**src/rtl/core/npgw_pkg.sv**
```systemverilog
`timescale 1ns / 1ps

package npgw_pkg;

  // Default sizes handed to the top-level parameters.
  localparam int DEF_MAX_POINTS = 1024;
  localparam int DEF_NEIGHBOURS = 6;

  // Fixed field and datapath widths.
  localparam int COORD_BITS = 16;
  localparam int SLOT_W     = 10;
  localparam int CFG_W      = 11;
  localparam int IDX_OUT_W  = 10;
  localparam int W_W        = 17;
  localparam int DIST_W     = 2 * COORD_BITS + 1;
  localparam int SQ_W       = 2 * COORD_BITS;
  localparam int THM_W      = DIST_W + 6;
  localparam int DVD_W      = 40;
  localparam int DVS_W      = 32;
  localparam int ROOT_W     = DVD_W / 2;
  localparam int PROD_W     = 2 * W_W;

  // Arithmetic constants.
  localparam logic [COORD_BITS-1:0] RADIUS_MIN  = COORD_BITS'((64'd1 << COORD_BITS) / 1000);
  localparam logic [THM_W-1:0]      GAP_NUM     = THM_W'(49);
  localparam logic [DVS_W-1:0]      GAP_DEN     = DVS_W'(100);
  localparam logic [DVD_W-1:0]      EXP_LIMIT   = DVD_W'(192);
  localparam logic [PROD_W-1:0]     ROUND_HALF  = PROD_W'(32768);
  localparam logic [W_W-1:0]        WEIGHT_ONE  = W_W'(65536);

  // Operand selection for the shared divider.
  typedef enum logic [1:0] {
    DIV_THIRD,
    DIV_EXP,
    DIV_NORM
  } div_sel_e;

  // Controller states.
  typedef enum logic [3:0] {
    ST_IDLE,
    ST_SCAN,
    ST_CHECK,
    ST_SIG2,
    ST_GAP,
    ST_THIRD_DIV,
    ST_THIRD_WAIT,
    ST_SQRT_WAIT,
    ST_SIG2_GROWN,
    ST_A_DIV,
    ST_A_WAIT,
    ST_RAW,
    ST_NORM,
    ST_NORM_WAIT
  } npgw_state_e;

  // Commands from the controller to the datapath.
  typedef struct packed {
    logic     load_wr;
    logic     query_start;
    logic     scan_issue;
    logic     sig2_calc;
    logic     gap_mult;
    logic     div_start;
    div_sel_e div_sel;
    logic     sqrt_start;
    logic     sig_update;
    logic     exp_mult;
    logic     raw_store;
    logic     k_clear;
    logic     emit_none;
    logic     emit_direct;
    logic     emit_div;
  } npgw_cmd_t;

  // Status from the datapath to the controller.
  typedef struct packed {
    logic issue_done;
    logic pipe_busy;
    logic count_zero;
    logic gap_hit;
    logic div_done;
    logic sqrt_done;
    logic k_last;
    logic sum_zero;
  } npgw_stat_t;

  // exp(-n) for integer n, Q1.16.
  function automatic logic [W_W-1:0] exp_int(input logic [3:0] n);
    logic [W_W-1:0] v;
    case (n)
      4'd0:    v = W_W'(65536);
      4'd1:    v = W_W'(24109);
      4'd2:    v = W_W'(8869);
      4'd3:    v = W_W'(3263);
      4'd4:    v = W_W'(1200);
      4'd5:    v = W_W'(442);
      4'd6:    v = W_W'(162);
      4'd7:    v = W_W'(60);
      4'd8:    v = W_W'(22);
      4'd9:    v = W_W'(8);
      4'd10:   v = W_W'(3);
      4'd11:   v = W_W'(1);
      default: v = '0;
    endcase
    return v;
  endfunction

  // exp(-f/16) for the fractional sixteenths, Q1.16.
  function automatic logic [W_W-1:0] exp_frac(input logic [3:0] f);
    logic [W_W-1:0] v;
    case (f)
      4'd0:    v = W_W'(65536);
      4'd1:    v = W_W'(61565);
      4'd2:    v = W_W'(57835);
      4'd3:    v = W_W'(54331);
      4'd4:    v = W_W'(51039);
      4'd5:    v = W_W'(47947);
      4'd6:    v = W_W'(45042);
      4'd7:    v = W_W'(42313);
      4'd8:    v = W_W'(39750);
      4'd9:    v = W_W'(37341);
      4'd10:   v = W_W'(35079);
      4'd11:   v = W_W'(32954);
      4'd12:   v = W_W'(30957);
      4'd13:   v = W_W'(29081);
      4'd14:   v = W_W'(27319);
      4'd15:   v = W_W'(25665);
      default: v = '0;
    endcase
    return v;
  endfunction

endpackage

```
**src/rtl/core/npgw_ctrl.sv**
```systemverilog
`timescale 1ns / 1ps

module npgw_ctrl
  import npgw_pkg::*;
(
  input  logic       clk_i,
  input  logic       rst_ni,
  input  logic       start_i,
  input  logic       action_i,
  input  npgw_stat_t stat_i,
  output npgw_cmd_t  cmd_o,
  output logic       busy_o
);

  npgw_state_e state_q;
  npgw_state_e state_d;

  // State register.
  always_ff @(posedge clk_i or negedge rst_ni) begin
    if (!rst_ni) begin
      state_q <= ST_IDLE;
    end else begin
      state_q <= state_d;
    end
  end

  // Next state and datapath commands.
  always_comb begin
    state_d = state_q;
    cmd_o   = '0;
    case (state_q)
      ST_IDLE: begin
        if (start_i) begin
          if (action_i) begin
            cmd_o.query_start = 1'b1;
            state_d = ST_SCAN;
          end else begin
            cmd_o.load_wr = 1'b1;
          end
        end
      end
      ST_SCAN: begin
        cmd_o.scan_issue = !stat_i.issue_done;
        if (stat_i.issue_done && !stat_i.pipe_busy) begin
          state_d = ST_CHECK;
        end
      end
      ST_CHECK: begin
        if (stat_i.count_zero) begin
          cmd_o.emit_none = 1'b1;
          state_d = ST_IDLE;
        end else begin
          state_d = ST_SIG2;
        end
      end
      ST_SIG2: begin
        cmd_o.sig2_calc = 1'b1;
        state_d = ST_GAP;
      end
      ST_GAP: begin
        if (stat_i.gap_hit) begin
          cmd_o.gap_mult = 1'b1;
          state_d = ST_THIRD_DIV;
        end else begin
          state_d = ST_A_DIV;
        end
      end
      ST_THIRD_DIV: begin
        cmd_o.div_start = 1'b1;
        cmd_o.div_sel   = DIV_THIRD;
        state_d = ST_THIRD_WAIT;
      end
      ST_THIRD_WAIT: begin
        if (stat_i.div_done) begin
          cmd_o.sqrt_start = 1'b1;
          state_d = ST_SQRT_WAIT;
        end
      end
      ST_SQRT_WAIT: begin
        if (stat_i.sqrt_done) begin
          cmd_o.sig_update = 1'b1;
          state_d = ST_SIG2_GROWN;
        end
      end
      ST_SIG2_GROWN: begin
        cmd_o.sig2_calc = 1'b1;
        state_d = ST_A_DIV;
      end
      ST_A_DIV: begin
        cmd_o.div_start = 1'b1;
        cmd_o.div_sel   = DIV_EXP;
        state_d = ST_A_WAIT;
      end
      ST_A_WAIT: begin
        if (stat_i.div_done) begin
          cmd_o.exp_mult = 1'b1;
          state_d = ST_RAW;
        end
      end
      ST_RAW: begin
        cmd_o.raw_store = 1'b1;
        if (stat_i.k_last) begin
          cmd_o.k_clear = 1'b1;
          state_d = ST_NORM;
        end else begin
          state_d = ST_A_DIV;
        end
      end
      ST_NORM: begin
        if (stat_i.sum_zero) begin
          cmd_o.emit_direct = 1'b1;
          if (stat_i.k_last) begin
            state_d = ST_IDLE;
          end
        end else begin
          cmd_o.div_start = 1'b1;
          cmd_o.div_sel   = DIV_NORM;
          state_d = ST_NORM_WAIT;
        end
      end
      ST_NORM_WAIT: begin
        cmd_o.div_sel = DIV_NORM;
        if (stat_i.div_done) begin
          cmd_o.emit_div = 1'b1;
          state_d = stat_i.k_last ? ST_IDLE : ST_NORM;
        end
      end
      default: begin
        state_d = ST_IDLE;
      end
    endcase
  end

  assign busy_o = (state_q != ST_IDLE);

endmodule

```
**config.mk**
```make
export PLATFORM = sky130hd
export DESIGN_NAME = npgw_ctrl
export DESIGN_NICKNAME = d
export VERILOG_FILES = /design/src/rtl/core/npgw_pkg.sv /design/src/rtl/core/npgw_ctrl.sv
export SDC_FILE = /design/constraint.sdc
export NUM_CORES = 1
export LEC_CHECK = 0
export BUFFER_PORTS_ARGS = -buffer_cell sky130_fd_sc_hd__buf_2
export CAP_MARGIN = 25
export CORE_UTILIZATION = 41
export DETAILED_ROUTE_END_ITERATION = 8
export PLACE_DENSITY = 0.74
export SYNTH_ARGS = -nofsm -noshare
export SYNTH_HDL_FRONTEND = slang
export SYNTH_SLANG_ARGS = --single-unit
```
**constraint.sdc**
```tcl
create_clock -name clk_i -period 1.5 [get_ports clk_i]
set_input_delay 0.15 -clock clk_i [delete_from_list [all_inputs] [get_ports clk_i]]
set_output_delay 0.15 -clock clk_i [all_outputs]
set_load 0.02 [all_outputs]
```
==> out/qor.yml, run 1 <==
sta:
  layout_min_cycle_time_ns: 1.79
  slew_violations: 0
  finClkSkew_ns: 0.000427
  rsz0062_at_grt: "true"
  fin_hold_ws_ns: 0.247
  fmax_ghz: 0.559
  setup_tns_ns: -3.32
  setup_violations: 20
  hold_violations: 0
  post-route-period-util_pct: 119
  fin_ws_ns: -0.289
  slew_headroom_pct: 65.7
  tightest_slew_ns: 0.513
setup_path:
  ff2ff_setup_slack_ns: -0.29
  crit_required_ns: 1.62
  reg2reg_to: "state_q[3]$_DFFE_PN0P_"
  reg2reg_depth: 6
  start_kind: "flop"
  cp-endpoint: "state_q[3]$_DFFE_PN0P_"
  r2r_start: "state_q[2]$_DFFE_PN0P_"
  arrival_ns: 1.91
  endpoint_kind: "flop"
  crit_start: "state_q[2]$_DFFE_PN0P_"
  critical_path_class: "reg2reg"
  crit_path_max_fanout: 7
logic_synthesis:
  async_reset_ff_share_pct: 100
  ys_types: 39
  ys_seq_elements: 4
  synth.net_count: 92
  synthSimpleGateAreaFrac_pct: 47.3
  syn-cell-area_um2: 641
  yosys-top-cells-area: "dfrtp_1 (16%), nand2b_1 (5.9%), nor2b_1 (4.9%), mux2_4 (4.7%), nor2_1 (4.7%)"
  synth_edf_count: 0
  synth_top_family_by_area: "simple AND/OR/NAND/NOR gates"
  syn_area_per_cell_um2: 8.01
  muxShareOfSynthArea_pct: 6.25
  synthCells: 80
  yosys_warnings: 0
  synth_compound_area_share_pct: 22.9
  synthFlopType: "dfrtp_1"
  synth_top_area_cell: "dfrtp_1"
  synth_top_area_share_pct: 15.6
  synthAdderAreaFrac_pct: 0
  synth_xor_area_share_pct: 0
  yosysSeqAreaShare_pct: 15.6
power_and_ir_drop:
  power.total_mw: 2.53
  power_density_nw_per_um2: 1990
  peakVddDrop_v: 0.00141
  p_leak_nw: 0.587
routing:
  remaining_drc_errors: 0
  dr.first_iter.drc_count: 25
  ant_nets: 0
  vias: 951
  via_per_inst: 6.26
  wl_mm: 3.00
  wl_per_cell_um: 19.7
  first_pass_iters: 5
placed_design:
  hpwl_mm: 1.35
  gp_congestion: 0.791
  portBuffers: 28
global_route:
  grt_pass1_wl_mm: 3.70
  grt_max_degree: 18
  grt_pass1_vias: 819
  grt_use_total_pct: 28.4
  antenna_found_initial: 0
  grt_overflow: 0
status:
  outcome: "complete, but fails checks"
  failed_checks: "setup timing"
floorplanning:
  core_area_um2: 1380
  initial_utilization_pct: 46.3
  die_h_um: 41.5
  rows: 13
  die_w_um: 41.5
  io_pins: 29
  dieArea_um2: 1720
clock_network:
  numCtsBuffers: 3
  clk_pin_slew_worst_paths_ns: 0.04
  clock_sinks: 4
  worstSkewPairLatency_ns: 0.24
  ctsHtreeMaxLevel: 1
  cts_tree: "built"
  cts_buffer_depth: 2
  clock-root-buffer: "clkbuf_4"
final_layout:
  fillers: 54
  multi_input_area_um2: 622
  largest_register: "state_q"
  largest_reg_flops: 4
  finalNetCount: 151
  drive_gt1_share_pct: 70.1
  regArea_um2: 105
  diodes: 0
  reg_top3: "state_q (4)"
  syn_to_final_growth_pct: 98.4
hold_path:
  min_path_type: "in2async"
run:
  maxCapViolations: 0
==> metrics by stage <==
stage	cell area (µm²)	setup slack, ns	std cells	util [%]
detailed placement	911	-0.200	134	65.9
floorplan	662	-0.0883	80	-
global route	1270	-0.301	152	91.9
finish	1270	-0.289	152	91.9
CTS	1130	-0.236	145	81.6
global placement	911	-0.181	134	65.9
==> layer usage <==
metal	wire length (µm)	global-route usage, %
met1	1130	32.2
met2	1560	52.5
met3	167	2.61
met4	131	13.5
met5	0	0
==> cell type report <==
cell class / instances / share of cell area, %
flip-flops and latches: 4 / 8.27
clock buffers: 3 / 1.77
multi-input cells: 66 / 48.9
well taps: 15 / 1.48
repair buffers: 60 / 38.4
inverters: 4 / 1.18
==> cell families after synthesis <==
kind of cell           after synthesis
buffers and inverters               10
multiplexers                         3
flip-flops                           4
AND/OR/NAND/NOR                     45
AO/OA/AOI/OAI                       18
==> worst min-delay path by stage <==
stage            from  depth (start not counted)                endpoint
2_1_floorplan  rst_ni                          0  state_q[0]$_DFFE_PN0P_
3_3_place_gp   rst_ni                          1  state_q[1]$_DFFE_PN0P_
3_5_place_dp   rst_ni                          1  state_q[0]$_DFFE_PN0P_
4_1_cts        rst_ni                          2  state_q[1]$_DFFE_PN0P_
5_1_grt        rst_ni                          2  state_q[3]$_DFFE_PN0P_
6_report       rst_ni                          2  state_q[1]$_DFFE_PN0P_
==> worst max-delay path, stage by stage (launching register included) <==
cell and delay, ns:
dfrtp_2 0.48, buf_6 0.16, nand4b_1 0.19, o32ai_4 0.14, buf_4 0.17, or3_1 0.33, a22o_1 0.19
==> cells in the mapped netlist, types with 2 or more instances <==
master and count:
nand4b_1 2, a21oi_1 2, nor4b_1 3, dfrtp_1 4
buf_4 3, inv_1 4, nand2_1 2, o22ai_1 2
a22o_1 3, o21ai_0 3, a31oi_1 2, nand4bb_1 2
nor2b_1 5, nor2_1 8, nor3_1 4, nand2b_1 6
mux2_4 2, buf_2 2
==> report_power, final <==
part           internal [mW]  leakage, nW  switching [mW]
combinational           1.10        0.528           0.979
sequential             0.173       0.0445           0.140
clock                 0.0899       0.0138          0.0497
==> cells in the final DEF, fill, tap and decap left out, types with 2 or more instances in the layout <==
cell type and n:
a21oi_1 2, a22o_1 2, buf_2 13, buf_4 28, buf_6 18, clkbuf_4 3, dfrtp_2 4, inv_1 2
inv_2 2, mux2_4 2, nand2b_1 5, nand4b_1 2, nand4bb_1 2, nor2_1 4, nor2_2 3, nor2b_1 3
nor3_1 2, nor3_2 2, nor4b_4 2, o21ai_0 2, o22ai_1 2, or3b_4 2
==> repair_timing <==
item | in CTS | in global routing
gates resized for setup | 41 | 23
endpoints found under the setup margin | 19 | 21
buffers inserted | 7 | 8
pin swaps | 8 | 13
endpoints found under the hold margin | 4 | 0
hold buffers | 1 | 0
No activity file was read; power rests on OpenSTA's default activity.
==> inputs of run 2 (changes only) <==
--- a/config.mk
+++ b/config.mk
@@ -10,6 +10,7 @@
 export CORE_UTILIZATION = 41
 export DETAILED_ROUTE_END_ITERATION = 8
 export PLACE_DENSITY = 0.74
+export SKIP_LAST_GASP = 1
 export SYNTH_ARGS = -nofsm -noshare
 export SYNTH_HDL_FRONTEND = slang
 export SYNTH_SLANG_ARGS = --single-unit
==> constraint.sdc (replaced) <==
create_clock -name clk_i -period 1.5 [get_ports clk_i]
set_input_delay 0 -clock clk_i [delete_from_list [all_inputs] [get_ports clk_i]]
set_output_delay 0 -clock clk_i [all_outputs]
set_load 0.02 [all_outputs]
==> out/qor.yml, run 2 (synthesis results as in run 1) <==
clock_network:
  worstSkewPairLatency_ns: 0.26
  clock_sinks: 4
  cts_buffer_depth: 2
  ctsHtreeMaxLevel: 1
  clk_pin_slew_worst_paths_ns: 0.04
  numCtsBuffers: 3
  cts_tree: "built"
  clock-root-buffer: "clkbuf_4"
status:
  outcome: "complete, but fails checks"
  failed_checks: "setup timing"
floorplanning:
  io_pins: 29
  die_w_um: 41.5
  initial_utilization_pct: 46.3
  dieArea_um2: 1720
  rows: 13
  die_h_um: 41.5
  core_area_um2: 1380
setup_path:
  crit_path_max_fanout: 3
  start_kind: "flop"
  arrival_ns: 1.69
  cp_common_cell: "buf_4"
  reg2reg_to: "state_q[2]$_DFFE_PN0P_"
  ff2ff_setup_slack_ns: -0.17
  cp-endpoint: "cmd_o[15]"
  cp_cell_sequence: "buf_6 -> nor4_4 -> buf_4 -> nand2_1 -> nor2_1 -> buf_4"
  crit_start: "state_q[2]$_DFFE_PN0P_"
  r2r_start: "state_q[2]$_DFFE_PN0P_"
  endpoint_kind: "primary output"
  slowest_delay_ns: 0.41
  slowest_stage: "dfrtp_1"
  reg2reg_depth: 6
  critical_path_class: "reg2out"
  crit_required_ns: 1.50
power_and_ir_drop:
  peakVddDrop_v: 0.00146
  switching_share_pct: 47.0
  power.total_mw: 2.41
  p_int_mw: 1.28
  p_leak_nw: 0.548
  power_density_nw_per_um2: 2060
  pwr-share-clk_pct: 6.3
  combPwrFrac_pct: 81.2
  power.switching_mw: 1.13
  seqPwrFrac_pct: 12.5
routing:
  wl_per_cell_um: 18.2
  first_pass_iters: 4
  wl_mm: 2.68
  ant_nets: 0
  remaining_drc_errors: 0
  dr.first_iter.drc_count: 25
  via_per_inst: 6.12
  vias: 899
placed_design:
  gp_congestion: 0.881
  place_area_um2: 926
  portBuffers: 28
  hpwl_mm: 1.52
final_layout:
  stdcell_area_um2: 1170
  finalNetCount: 146
  diodes: 0
  syn_to_final_growth_pct: 82.8
  largest_reg_flops: 4
  reg_top3: "state_q (4)"
  largest_register: "state_q"
  fillers: 81
  drive_gt1_share_pct: 62.1
  layout_common_cells: "buf_4 (24), buf_2 (16), buf_6 (14)"
  layout_commonest_cell: "buf_4"
sta:
  fin_ws_ns: -0.194
  setup_violations: 13
  tightest_slew_ns: 0.323
  rsz0062_at_grt: "true"
  finClkSkew_ns: 0.00741
  setup_tns_ns: -1.52
  slew_violations: 0
  hold_violations: 0
  fmax_ghz: 0.590
  post-route-period-util_pct: 113
  slew_headroom_pct: 78.4
  layout_min_cycle_time_ns: 1.69
global_route:
  antenna_found_initial: 0
  grt_overflow: 0
  grt_pass1_wl_mm: 3.50
  grt_pass1_vias: 812
  grt_use_total_pct: 26.3
  grt_max_degree: 18
hold_path:
  min_path_type: "in2async"
run:
  maxCapViolations: 0
## run 2: changes by cell type in the layout (fill, tap and decap cells not counted), moves of 2 or more
| cell | before | now |
|---|---|---|
| buf_2 | 13 | 16 |
| nor3_2 | 2 | 0 |
| buf_4 | 28 | 24 |
| nor3_1 | 2 | 4 |
| nor2_1 | 4 | 6 |
| buf_6 | 18 | 14 |
| nor2_2 | 3 | 0 |
## run 2: layer usage
layer | up-vias | wire [µm] | GRT usage, %
met5 | - | 0 | 0
met4 | 0 | 122 | 15.5
met3 | 14 | 182 | 7.83
met2 | 49 | 1340 | 44.4
met1 | 435 | 1040 | 28.9
li1 | 401 | - | -
## run 2: worst min path at each step
stage	from	to	slack, ns	depth (start not counted)
after floorplan	rst_ni	state_q[0]$_DFFE_PN0P_	-0.30	0
after global placement	rst_ni	state_q[1]$_DFFE_PN0P_	-0.19	1
after detailed placement	rst_ni	state_q[1]$_DFFE_PN0P_	-0.18	1
after CTS	rst_ni	state_q[2]$_DFFE_PN0P_	0.09	2
after global routing	rst_ni	state_q[2]$_DFFE_PN0P_	0.08	2
final	rst_ni	state_q[2]$_DFFE_PN0P_	0.08	2
## run 2: timing repair
item                       4_1_cts  5_1_grt
pin swaps                        5        2
buffers inserted                 5        2
hold endpoints to repair         4        0
setup endpoints to repair       13       20
resized for setup               18       31
gates cloned                     0        0
hold buffers                     1        0
## run 2: critical path, delay by kind of cell, from the launching register on
kind | cells | cell delay [ns]
flops | 1 | 0.41
buf+inv | 3 | 0.50
simple gates | 3 | 0.52
## run 2: final cells by class
type | count | area [µm²] | area share, %
clock buffer | 3 | 22.5 | 1.92
inverter | 4 | 15.0 | 1.28
multi-input combinational | 66 | 583 | 49.8
sequential | 4 | 104 | 8.87
tap | 15 | 18.8 | 1.60
timing repair buffer | 55 | 428 | 36.5
## run 2: through the flow
step | setup WS (ns) | instances | hold WS [ns] | utilization (%)
floorplan | -0.0867 | 80 | -0.296 | -
detailed placement | -0.214 | 137 | -0.184 | 67.0
global placement | -0.194 | 137 | -0.193 | 67.0
finish | -0.194 | 147 | 0.0754 | 84.7
CTS | -0.147 | 146 | 0.0888 | 76.7
global route | -0.237 | 147 | 0.0786 | 84.7
## run 2: power groups by stage
| stage | Sequential, mW | Combinational, mW | Clock [mW] |
|---|---|---|---|
| floorplan | 0.242 | 0.985 | 0 |
| global placement | 0.251 | 1.43 | 0 |
| detailed placement | 0.252 | 1.48 | 0 |
| CTS | 0.277 | 1.64 | 0.146 |
| global route | 0.307 | 2.07 | 0.163 |
| finish | 0.302 | 1.96 | 0.152 |
==> inputs of run 3 (changes only) <==
--- a/config.mk
+++ b/config.mk
@@ -7,9 +7,9 @@
 export LEC_CHECK = 0
 export BUFFER_PORTS_ARGS = -buffer_cell sky130_fd_sc_hd__buf_2
 export CAP_MARGIN = 25
-export CORE_UTILIZATION = 41
+export CORE_UTILIZATION = 45
 export DETAILED_ROUTE_END_ITERATION = 8
-export PLACE_DENSITY = 0.74
+export PLACE_DENSITY = 0.77
 export SKIP_LAST_GASP = 1
 export SYNTH_ARGS = -nofsm -noshare
 export SYNTH_HDL_FRONTEND = slang
==> constraint.sdc (replaced) <==
create_clock -name clk_i -period 1.6 [get_ports clk_i]
set_input_delay 0 -clock clk_i [delete_from_list [all_inputs] [get_ports clk_i]]
set_output_delay 0 -clock clk_i [all_outputs]
set_load 0.02 [all_outputs]
==> out/qor.yml, run 3 (synthesis results as in run 1) <==
status:
  outcome: "complete, but fails checks"
  failed_checks: "setup timing"
sta:
  fmax_ghz: 0.591
  rsz0062_at_grt: "true"
  layout_min_cycle_time_ns: 1.69
  tightest_slew_ns: 0.386
  fin_ws_ns: -0.0912
  hold_violations: 0
  post-route-period-util_pct: 106
  slew_violations: 0
  finClkSkew_ns: 0.000903
  setup_violations: 4
  slew_headroom_pct: 74.2
global_route:
  busiest_layer: "met2"
  gr-usage-met3_pct: 5.11
  gr-usage-met1_pct: 30.7
  grt_pass1_wl_mm: 2.82
  use_met2_pct: 49.6
  antenna_found_initial: 0
  grt_use_total_pct: 27.0
  grt_max_degree: 18
  grt_overflow: 0
  grt_pass1_vias: 643
setup_path:
  path_depth: 4
  reg2reg_depth: 4
  arrival_ns: 1.80
  critical_path_class: "reg2reg"
  slowest_stage: "dfrtp_2"
  crit_start: "state_q[0]$_DFFE_PN0P_"
  crit_path_max_fanout: 6
  cp_num_buf_inv: 0
  r2r_start: "state_q[0]$_DFFE_PN0P_"
  start_kind: "flop"
  slowest_delay_ns: 0.44
  path_delay_family: "simple AND/OR/NAND/NOR gates"
  endpoint_kind: "flop"
  cp_cell_sequence: "or3b_4 -> o32ai_4 -> nor3_4 -> mux2_4"
  crit_required_ns: 1.71
clock_network:
  cts_buffer_depth: 2
  worstSkewPairLatency_ns: 0.24
  clock_sinks: 4
  clock-root-buffer: "clkbuf_4"
  numCtsBuffers: 3
  ctsHtreeMaxLevel: 1
  cts_tree: "built"
  clk_pin_slew_worst_paths_ns: 0.04
final_layout:
  largest_reg_flops: 4
  syn_to_final_growth_pct: 67.2
  reg_top3: "state_q (4)"
  fin_cells: 141
  fillers: 90
  diodes: 0
  drive_gt1_share_pct: 58.7
  finalNetCount: 140
  layout_common_cells: "buf_2 (22), buf_4 (20), nor2_1 (8)"
  regArea_um2: 105
  multi_input_area_um2: 572
  largest_register: "state_q"
  layout_commonest_cell: "buf_2"
power_and_ir_drop:
  p_leak_nw: 0.507
  power_density_nw_per_um2: 1910
  power.total_mw: 2.05
  peakVddDrop_v: 0.00103
floorplanning:
  initial_utilization_pct: 48.6
  rows: 13
  dieArea_um2: 1580
  io_pins: 29
  die_w_um: 39.7
  core_area_um2: 1320
  die_h_um: 39.7
routing:
  remaining_drc_errors: 0
  wl_mm: 2.07
  vias: 805
  first_pass_iters: 4
  ant_nets: 0
  wl_per_cell_um: 14.7
  via_per_inst: 5.71
  dr.first_iter.drc_count: 34
placed_design:
  hpwl_mm: 1.36
  gp_congestion: 0.816
  portBuffers: 28
  dp.cells: 131
run:
  maxCapViolations: 0
hold_path:
  min_path_type: "in2async"
[run 3: where the power goes]
| part | switching, mW | leakage, nW | internal, mW |
|---|---|---|---|
| Combinational | 0.789 | 0.448 | 0.846 |
| Clock | 0.0436 | 0.0138 | 0.0841 |
| Sequential | 0.121 | 0.0445 | 0.162 |
[run 3: path summary, 6_finish.rpt]
check                                    endpoint  slack (ns)
max                        state_q[2]$_DFFE_PN0P_       -0.09
min                        state_q[3]$_DFFE_PN0P_         0.1
max reg2reg                state_q[2]$_DFFE_PN0P_       -0.09
min reg2reg                state_q[2]$_DFFE_PN0P_        0.81
max in group asynchronous  state_q[2]$_DFFE_PN0P_        1.37
min in group clk_i                      cmd_o[13]        0.27
[run 3: through the flow]
stage	utilization, %	instance area [µm²]	setup slack (ns)	hold WS [ns]	setup TNS [ns]
floorplan	-	647	-0.00132	-0.296	-0.00132
finish	81.3	1070	-0.0912	0.0985	-0.184
CTS	72.6	956	-0.0679	0.0963	-0.247
global placement	66.4	875	-0.0335	-0.196	-0.0968
detailed placement	66.4	875	-0.128	-0.189	-0.294
global route	81.3	1070	-0.113	0.121	-0.476
[run 3: repair_timing]
action,4_1_cts,5_1_grt
buffers inserted,4,2
cloned,0,0
hold buffers,1,0
resized for setup,6,26
pin swaps,3,6
hold endpoints to repair,4,0
setup endpoints to repair,7,13
[run 3: layout make-up]
cell class / count / share of cell area [%]
clock buffer: 3 / 2.10
inverter: 4 / 1.40
multi-input combinational: 66 / 53.4
sequential: 4 / 9.81
tap: 15 / 1.75
timing repair buffer: 49 / 31.5
[run 3: per-layer routing]
metal  up-vias  share of wire, %
met3         2               6.7
li1        391                 -
met5         -                 0
met4         0              0.19
met2        42                51
met1       370                42
